==> src/rtl/wcvl_pkg.sv <==
package wcvl_pkg;

  // Field and storage widths
  localparam int CNT_W        = 3;
  localparam int LIM_W        = 8;
  localparam int BIN_W        = 9;
  localparam int NUM_BINS     = 6;
  localparam int BIN_IDX_W    = $clog2(NUM_BINS);
  localparam int CFG_IDX_W    = 1;
  localparam int OUT_LIGHTS_W = 5;

  // Number of lights driven; light numbers run from 1 to NUM_LIGHTS
  localparam int NUM_LIGHTS   = 5;
  localparam int LIGHT_NUM_W  = 4;
  localparam int SHOWN_LIGHTS = (NUM_LIGHTS < OUT_LIGHTS_W) ? NUM_LIGHTS : OUT_LIGHTS_W;

  localparam logic [CNT_W-1:0] MAX_COUNT = 3'd5;
  localparam logic [BIN_W-1:0] BIN_MAX   = 9'd511;
  localparam logic [LIM_W-1:0] CTR_MAX   = 8'd255;
  localparam logic [LIM_W-1:0] LIM_RESET = 8'd10;

  // Register indexes
  localparam logic [CFG_IDX_W-1:0] REG_WARMUP_LIMIT = 1'd0;
  localparam logic [CFG_IDX_W-1:0] REG_WINDOW_LIMIT = 1'd1;

  typedef enum logic [1:0] {
    ST_IDLE,
    ST_UPDATE,
    ST_SCAN,
    ST_DONE
  } wcvl_state_t;

  typedef struct packed {
    logic inc;
    logic clr;
  } hist_ctrl_t;

  typedef struct packed {
    logic step;
    logic first;
  } scan_ctrl_t;

  // One-hot mask of the light selected by a mode value; zero if none
  function automatic logic [NUM_LIGHTS-1:0] light_mask(input logic [CNT_W-1:0] mode);
    logic [NUM_LIGHTS-1:0] m;
    m = '0;
    for (int i = 0; i < NUM_LIGHTS; i++) begin
      m[i] = (LIGHT_NUM_W'(mode) == LIGHT_NUM_W'(i + 1));
    end
    return m;
  endfunction

endpackage

==> src/rtl/wcvl_hist.sv <==
module wcvl_hist
  import wcvl_pkg::*;
(
  input  logic                 clk,
  input  logic                 rst_n,
  input  hist_ctrl_t           ctrl,
  input  logic [BIN_IDX_W-1:0] addr,
  output logic [BIN_W-1:0]     rd_data
);

  logic [BIN_W-1:0] bins_r [NUM_BINS];
  logic             addr_ok;

  assign addr_ok = (addr < BIN_IDX_W'(NUM_BINS));

  // Read the addressed bin
  assign rd_data = addr_ok ? bins_r[addr] : '0;

  // Clear all bins, or bump the addressed bin with saturation
  always_ff @(posedge clk) begin
    if (!rst_n || ctrl.clr) begin
      for (int i = 0; i < NUM_BINS; i++) begin
        bins_r[i] <= '0;
      end
    end else if (ctrl.inc && addr_ok && (rd_data < BIN_MAX)) begin
      bins_r[addr] <= rd_data + BIN_W'(1);
    end
  end

endmodule

==> src/rtl/wcvl_mode_scan.sv <==
module wcvl_mode_scan
  import wcvl_pkg::*;
(
  input  logic                 clk,
  input  scan_ctrl_t           ctrl,
  input  logic [BIN_IDX_W-1:0] bin_idx,
  input  logic [BIN_W-1:0]     bin_count,
  output logic [BIN_IDX_W-1:0] best
);

  logic [BIN_IDX_W-1:0] best_r,   best_nxt;
  logic [BIN_W-1:0]     best_n_r, best_n_nxt;
  logic                 take;

  // Shared compare: a strictly larger count wins, so ties keep the smaller value
  assign take = ctrl.first || (bin_count > best_n_r);

  always_comb begin
    best_nxt   = best_r;
    best_n_nxt = best_n_r;
    if (ctrl.step && take) begin
      best_nxt   = bin_idx;
      best_n_nxt = bin_count;
    end
  end

  always_ff @(posedge clk) begin
    best_r   <= best_nxt;
    best_n_r <= best_n_nxt;
  end

  assign best = best_r;

endmodule

==> src/rtl/windowed_count_vote_light_control.sv <==
// Without a vote an item passes through the update and done states to the
// output register; on a vote, a six-step scan of the histogram bins comes between.
// A new item is taken only once the done state has loaded the last result into a free
// output register; on a voting frame the shared comparator's bin scan holds it off longer.
// Reset (rst_n low, synchronous): counters, histogram, mode and lights clear,
// both limits return to 10, no result is pending.
module windowed_count_vote_light_control
  import wcvl_pkg::*;
(
  input  logic                    clk,
  input  logic                    rst_n,
  input  logic                    cfg_we,
  input  logic [CFG_IDX_W-1:0]    cfg_index,
  input  logic [LIM_W-1:0]        cfg_data,
  input  logic                    in_valid,
  output logic                    in_stall,
  input  logic [CNT_W-1:0]        in_finger_count,
  output logic                    out_valid,
  input  logic                    out_stall,
  output logic [CNT_W-1:0]        out_shown_count,
  output logic                    out_collecting,
  output logic                    out_window_done,
  output logic                    out_light_changed,
  output logic [CNT_W-1:0]        out_light_index,
  output logic                    out_light_on,
  output logic [OUT_LIGHTS_W-1:0] out_light_states
);

  wcvl_state_t state_r, state_nxt;

  logic [LIM_W-1:0]      warm_lim_r, win_lim_r;
  logic [LIM_W-1:0]      warm_r, warm_nxt;
  logic [LIM_W-1:0]      win_r, win_nxt;
  logic [CNT_W-1:0]      cnt_r, cnt_nxt;
  logic                  collect_r, collect_nxt;
  logic                  vote_r, vote_nxt;
  logic [BIN_IDX_W-1:0]  scan_idx_r, scan_idx_nxt;
  logic [CNT_W-1:0]      mode_r, mode_nxt;
  logic [NUM_LIGHTS-1:0] lights_r, lights_nxt;

  logic                    out_valid_r, out_valid_nxt;
  logic [CNT_W-1:0]        shown_r, shown_nxt;
  logic                    ocoll_r, ocoll_nxt;
  logic                    odone_r, odone_nxt;
  logic                    ochg_r, ochg_nxt;
  logic [CNT_W-1:0]        oidx_r, oidx_nxt;
  logic                    oon_r, oon_nxt;
  logic [OUT_LIGHTS_W-1:0] ostates_r, ostates_nxt;

  hist_ctrl_t           hist_ctrl;
  scan_ctrl_t           scan_ctrl;
  logic [BIN_IDX_W-1:0] hist_addr;
  logic [BIN_W-1:0]     hist_data;
  logic [BIN_IDX_W-1:0] best;
  logic [CNT_W-1:0]     new_mode;
  logic [NUM_LIGHTS-1:0] mask;
  logic                 accept;
  logic                 out_space;

  wcvl_hist u_hist (
    .clk     (clk),
    .rst_n   (rst_n),
    .ctrl    (hist_ctrl),
    .addr    (hist_addr),
    .rd_data (hist_data)
  );

  wcvl_mode_scan u_scan (
    .clk       (clk),
    .ctrl      (scan_ctrl),
    .bin_idx   (scan_idx_r),
    .bin_count (hist_data),
    .best      (best)
  );

  assign in_stall  = (state_r != ST_IDLE);
  assign accept    = in_valid && !in_stall;
  assign out_space = !out_valid_r || !out_stall;
  assign new_mode  = CNT_W'(best);

  // Sequencer: next state, counters, histogram control and result
  always_comb begin
    state_nxt     = state_r;
    warm_nxt      = warm_r;
    win_nxt       = win_r;
    cnt_nxt       = cnt_r;
    collect_nxt   = collect_r;
    vote_nxt      = vote_r;
    scan_idx_nxt  = scan_idx_r;
    mode_nxt      = mode_r;
    lights_nxt    = lights_r;
    out_valid_nxt = out_valid_r && out_stall;
    shown_nxt     = shown_r;
    ocoll_nxt     = ocoll_r;
    odone_nxt     = odone_r;
    ochg_nxt      = ochg_r;
    oidx_nxt      = oidx_r;
    oon_nxt       = oon_r;
    ostates_nxt   = ostates_r;
    hist_ctrl     = '0;
    scan_ctrl     = '0;
    hist_addr     = BIN_IDX_W'(cnt_r);
    mask          = '0;

    case (state_r)
      ST_IDLE: begin
        // Take the count, saturated to the top bin
        if (accept) begin
          cnt_nxt   = (in_finger_count > MAX_COUNT) ? MAX_COUNT : in_finger_count;
          state_nxt = ST_UPDATE;
        end
      end
      ST_UPDATE: begin
        if (warm_r > warm_lim_r) begin
          collect_nxt   = 1'b1;
          hist_ctrl.inc = 1'b1;
          if (win_r > win_lim_r) begin
            vote_nxt     = 1'b1;
            warm_nxt     = '0;
            win_nxt      = '0;
            scan_idx_nxt = '0;
            state_nxt    = ST_SCAN;
          end else begin
            vote_nxt  = 1'b0;
            if (win_r != CTR_MAX) win_nxt = win_r + LIM_W'(1);
            state_nxt = ST_DONE;
          end
        end else begin
          collect_nxt = 1'b0;
          vote_nxt    = 1'b0;
          if (warm_r != CTR_MAX) warm_nxt = warm_r + LIM_W'(1);
          state_nxt = ST_DONE;
        end
      end
      ST_SCAN: begin
        // One bin per cycle through the shared comparator
        hist_addr       = scan_idx_r;
        scan_ctrl.step  = 1'b1;
        scan_ctrl.first = (scan_idx_r == '0);
        if (scan_idx_r == BIN_IDX_W'(NUM_BINS - 1)) begin
          state_nxt = ST_DONE;
        end else begin
          scan_idx_nxt = scan_idx_r + BIN_IDX_W'(1);
        end
      end
      ST_DONE: begin
        // Load the result once the output register is free
        if (out_space) begin
          out_valid_nxt = 1'b1;
          ocoll_nxt     = collect_r;
          odone_nxt     = vote_r;
          ochg_nxt      = 1'b0;
          oidx_nxt      = '0;
          oon_nxt       = 1'b0;
          shown_nxt     = mode_r;
          if (vote_r) begin
            hist_ctrl.clr = 1'b1;
            mode_nxt      = new_mode;
            shown_nxt     = new_mode;
            if (mode_r != new_mode) begin
              if (new_mode != '0) begin
                mask = light_mask(new_mode);
                if (mask != '0) begin
                  lights_nxt = lights_r | mask;
                  ochg_nxt   = 1'b1;
                  oidx_nxt   = new_mode;
                  oon_nxt    = 1'b1;
                end
              end else begin
                mask = light_mask(mode_r);
                if (mask != '0) begin
                  lights_nxt = lights_r & ~mask;
                  ochg_nxt   = 1'b1;
                  oidx_nxt   = mode_r;
                  oon_nxt    = 1'b0;
                end
              end
            end
          end
          ostates_nxt = '0;
          for (int i = 0; i < SHOWN_LIGHTS; i++) begin
            ostates_nxt[i] = lights_nxt[i];
          end
          state_nxt = ST_IDLE;
        end
      end
      default: begin
        state_nxt = ST_IDLE;
      end
    endcase
  end

  // State register
  always_ff @(posedge clk) begin
    if (!rst_n) begin
      state_r <= ST_IDLE;
    end else begin
      state_r <= state_nxt;
    end
  end

  // Control and vote state
  always_ff @(posedge clk) begin
    if (!rst_n) begin
      warm_r      <= '0;
      win_r       <= '0;
      mode_r      <= '0;
      lights_r    <= '0;
      out_valid_r <= 1'b0;
      collect_r   <= 1'b0;
      vote_r      <= 1'b0;
      scan_idx_r  <= '0;
    end else begin
      warm_r      <= warm_nxt;
      win_r       <= win_nxt;
      mode_r      <= mode_nxt;
      lights_r    <= lights_nxt;
      out_valid_r <= out_valid_nxt;
      collect_r   <= collect_nxt;
      vote_r      <= vote_nxt;
      scan_idx_r  <= scan_idx_nxt;
    end
  end

  // Limit registers
  always_ff @(posedge clk) begin
    if (!rst_n) begin
      warm_lim_r <= LIM_RESET;
      win_lim_r  <= LIM_RESET;
    end else if (cfg_we) begin
      case (cfg_index)
        REG_WARMUP_LIMIT: warm_lim_r <= cfg_data;
        REG_WINDOW_LIMIT: win_lim_r  <= cfg_data;
        default: begin
        end
      endcase
    end
  end

  // Payload registers
  always_ff @(posedge clk) begin
    cnt_r     <= cnt_nxt;
    shown_r   <= shown_nxt;
    ocoll_r   <= ocoll_nxt;
    odone_r   <= odone_nxt;
    ochg_r    <= ochg_nxt;
    oidx_r    <= oidx_nxt;
    oon_r     <= oon_nxt;
    ostates_r <= ostates_nxt;
  end

  assign out_valid         = out_valid_r;
  assign out_shown_count   = shown_r;
  assign out_collecting    = ocoll_r;
  assign out_window_done   = odone_r;
  assign out_light_changed = ochg_r;
  assign out_light_index   = oidx_r;
  assign out_light_on      = oon_r;
  assign out_light_states  = ostates_r;

  // A vote only ever happens on a collected frame
  a_done_collects: assert property (@(posedge clk) disable iff (!rst_n)
    out_valid && out_window_done |-> out_collecting)
    else $error("vote reported on a frame that was not collected");

  // Switch fields stay zero without a switch, and a switch needs a vote
  a_no_switch_zero: assert property (@(posedge clk) disable iff (!rst_n)
    out_valid && !out_light_changed |-> (out_light_index == '0) && !out_light_on)
    else $error("light fields set without a switch");

  a_switch_needs_vote: assert property (@(posedge clk) disable iff (!rst_n)
    out_valid && out_light_changed |-> out_window_done && (out_light_index != '0))
    else $error("light switched outside a vote");

  // An accepted item always starts with the update step
  a_accept_update: assert property (@(posedge clk) disable iff (!rst_n)
    in_valid && !in_stall |=> state_r == ST_UPDATE)
    else $error("accepted item did not enter update");

  // The scan never runs past the last bin
  a_scan_range: assert property (@(posedge clk) disable iff (!rst_n)
    state_r == ST_SCAN |-> scan_idx_r < BIN_IDX_W'(NUM_BINS))
    else $error("scan index out of range");

endmodule
==> config.mk <==
export PLATFORM = sky130hd
export DESIGN_NAME = windowed_count_vote_light_control
export DESIGN_NICKNAME = d
export VERILOG_FILES = /design/src/rtl/wcvl_pkg.sv /design/src/rtl/wcvl_hist.sv /design/src/rtl/wcvl_mode_scan.sv /design/src/rtl/windowed_count_vote_light_control.sv
export SDC_FILE = /design/constraint.sdc
export NUM_CORES = 1
export LEC_CHECK = 0
export BUFFER_PORTS_ARGS = -buffer_cell sky130_fd_sc_hd__buf_4
export CORE_ASPECT_RATIO = 2
export CORE_MARGIN = 4
export CORE_UTILIZATION = 55
export CTS_CLUSTER_DIAMETER = 100
export CTS_CLUSTER_SIZE = 40
export DETAILED_ROUTE_END_ITERATION = 16
export GPL_TIMING_DRIVEN = 0
export PLACE_DENSITY = 0.73
export SLEW_MARGIN = 25
export SYNTH_ARGS = -nofsm -noshare
export SYNTH_HDL_FRONTEND = slang
export SYNTH_SLANG_ARGS = --single-unit
==> constraint.sdc <==
create_clock -name clk -period 6.76 [get_ports clk]
set_input_delay 1.014 -clock clk [delete_from_list [all_inputs] [get_ports clk]]
set_output_delay 1.014 -clock clk [all_outputs]
set_load 0.05 [all_outputs]
==> metrics.yaml <==
crit_top_cell: "inv_1"
port_buffers: 32
setup.worst_path.end_class: "flop"
synth_edf_count: 84
stdcell_area_um2: 8235
grt_remaining_overflow: 0
dieArea_um2: 14940
nets: 808
grt_max_degree: 25
drt-initial-drc-count: 198
cts_buffers: 17
synth.cell_area_um2: 7118
totalWireLength_mm: 17.13
post-route-util_pct: 65.22
worst_clock_skew_ps: 12.09
synth_warnings: 0
period_share_pct: 61.94
tightest_slew_ps: 906.8
async_flop_share_pct: 0
synth-seq-area-share_pct: 48.94
cts_max_level: 4
viasPerCell: 5.980
crit_required_ps: 6900
postSynthCellCount: 705
die_h_um: 168.9
max_cap_violations: 0
wl_per_cell_um: 18.62
final_cells: 920
antenna_cells: 0
grt_usage_pct: 24.05
crit_chain: "inv_1 -> ha_1 -> buf_6 -> buf_2 -> inv_1 -> o211ai_1 -> a21oi_1 -> o21ai_0 -> nand2_1 -> ha_1 -> inv_1 -> nor2_1 -> nand3_1 -> xor2_1 -> nor3_1"
leakage_uw: 0.003085
crit_type: "flop to flop"
fmax_mhz: 238.8
place_hpwl_mm: 13.15
synth-seq-cells: 132
cts-resized-gates: 0
postCtsHoldBufs: 0
synthDistinctLibCells: 77
synthesis.nets: 756
drt_pass1_iterations: 5
rsz0062_at_grt: "false"
maxSlewHeadroom_pct: 39.11
dpl.cell_count: 888
period_needed_ps: 4187
die_x_um: 88.44
vias: 5502
insertion_delay_ps: 420
rows: 58
fin_tns_setup_ps: 0
hp-class: "flop to flop"
clock-root-buffer: "clkbuf_16"
setup_viol: 0
ant_nets: 0
setup.worst_path.start_class: "flop"
cts_tree: "built"
critPathMaxStageDelay_ps: 670
core_um2: 12630
hold_ws_ps: 425.4
clock_path_buffers: 2
drc: 0
cellPowerDensity_nw_per_um2: 333.8
avgSynthCellArea_um2: 10.10
critPathSlowestCell: "xor2_1"
vdd_ir_drop_max_v: 0.0003015
clock-sinks: 132
hold_viol: 0
area_growth_pct: 15.70
initial_core_util_pct: 56.37
clk_pin_slew_ps: 60
gp_congestion: 0.8849
arrival_ps: 4320
grt_pass1_vias: 5661
status: "complete, no violations"
worstPathMaxFanout: 10
ios: 34
drive_gt1_share_pct: 13.51
grt_pass1_wl_mm: 27.30
drv_slew: 0
antenna_found_initial: 0
synth-main-ff-cell: "edfxtp_1"
place_area_um2: 7565
cts_setup_buffers: 0
==> placed cells by master, fill, tap and decap left out, drive strengths merged, types with 4 or more instances in the layout <==
master / instances
ha: 34
nand2: 65
xor2: 7
and2: 5
a22oi: 10
o31ai: 6
nand2b: 21
a211oi: 5
xnor2: 7
a21boi: 21
or2b: 4
mux2i: 17
clkbuf: 46
o22ai: 6
a21oi: 32
edfxtp: 84
o21a: 7
nand4: 11
clkinv: 4
a21o: 6
nor2: 57
nand3: 19
nor2b: 17
dfxtp: 48
inv: 46
nor3: 42
buf: 46
o21ai: 26
a221oi: 4
or3: 8
o211ai: 15
==> cell type report <==
type / count / area, um2
flip-flops and latches: 132 / 3483
well taps: 150 / 187.7
plain buffers: 33 / 171.4
fillers: 1026 / 4392
repair buffers: 33 / 247.7
inverters: 46 / 172.7
multi-input cells: 494 / 3303
clock buffers: 26 / 596.8
clock inverters: 6 / 72.57
==> report_power, final <==
group	leakage [uW]	switching, uW	total [uW]	internal (uW)
Clock	0.000324	349	1000	651
Combinational	0.00154	547	790	243
Sequential	0.00122	36.0	959	923
Total	0.00308	932	2750	1820
==> path summary, 6_finish.rpt <==
check                                           end  slack [ps]  startpoint  cells past startpoint
worst max-delay path            u_hist.bins_r[2][6]        2570  state_r[0]                     15
worst min-delay path                out_window_done         430      vote_r                      0
worst max register to register  u_hist.bins_r[2][6]        2570  state_r[0]                     15
worst min register to register      out_window_done         430      vote_r                      0
==> per-stage QoR <==
stage / total power [uW] / setup slack, ps
global placement: 1726 / 2003
CTS: 2756 / 2586
global route: 2867 / 2242
finish: 2749 / 2573
detailed placement: 1756 / 2604
floorplan: 1512 / 2868
==> synthesized netlist by cell type (3+ instances only) <==
cell	instances	area share, %
a211oi_1	3	0.32
a21boi_0	18	1.9
a21boi_1	3	0.32
a21o_1	6	0.63
a21oi_1	30	2.1
a22oi_1	10	1.1
and2_1	5	0.44
buf_2	4	0.28
buf_4	3	0.32
buf_6	4	0.63
clkbuf_1	20	1.1
dfxtp_1	48	13
edfxtp_1	84	35
ha_1	34	6.0
inv_1	46	2.4
mux2i_1	16	2.2
nand2_1	65	3.4
nand2b_1	21	1.8
nand3_1	17	1.2
nand4_1	9	0.79
nor2_1	57	3.0
nor2b_1	17	1.5
nor3_1	38	2.7
nor3_2	4	0.56
o211ai_1	15	1.6
o21a_1	7	0.74
o21ai_0	24	1.7
o22ai_1	6	0.53
o31ai_1	6	0.63
or2b_1	4	0.42
or3_1	8	0.70
or3b_2	3	0.37
or4_1	3	0.32
xnor2_1	6	0.74
xor2_1	7	0.86
==> routing by layer <==
layer | part of all wire (%) | up-vias | GRT usage, %
li1 | - | 2652 | -
met5 | 0 | - | 0
met2 | 57 | 169 | 46.40
met1 | 33 | 2629 | 21.34
met4 | 6.1 | 0 | 15.00
met3 | 3.5 | 52 | 4.725
==> registers in the layout, summed over array words and instances (netlist names), 5 cells and up <==
| name | count |
|---|---|
| win_lim_r | 8 |
| win_r | 8 |
| warm_r | 8 |
| warm_lim_r | 8 |
| u_hist.bins_r | 54 |
| out_light_states | 5 |
| u_scan.best_n_r | 9 |
| lights_r | 5 |
==> worst max-delay path: cells and delay by family (launching register included) <==
kind | cells | cell delay, ps
fa+ha+maj | 2 | 570
simple gates | 4 | 790
compound gates | 3 | 770
flops | 1 | 330
buf+inv | 5 | 760
xor+xnor | 1 | 670
==> kinds of logic after synthesis <==
kind of cell	synth area share, %
flip-flops	48.94
buffers and inverters	4.816
adder cells (fa/ha/maj)	6.117
XOR/XNOR	1.828
AO/OA/AOI/OAI	15.20
AND/OR/NAND/NOR	19.69
multiplexers	3.410
No activity file was read; power rests on OpenSTA's default activity.
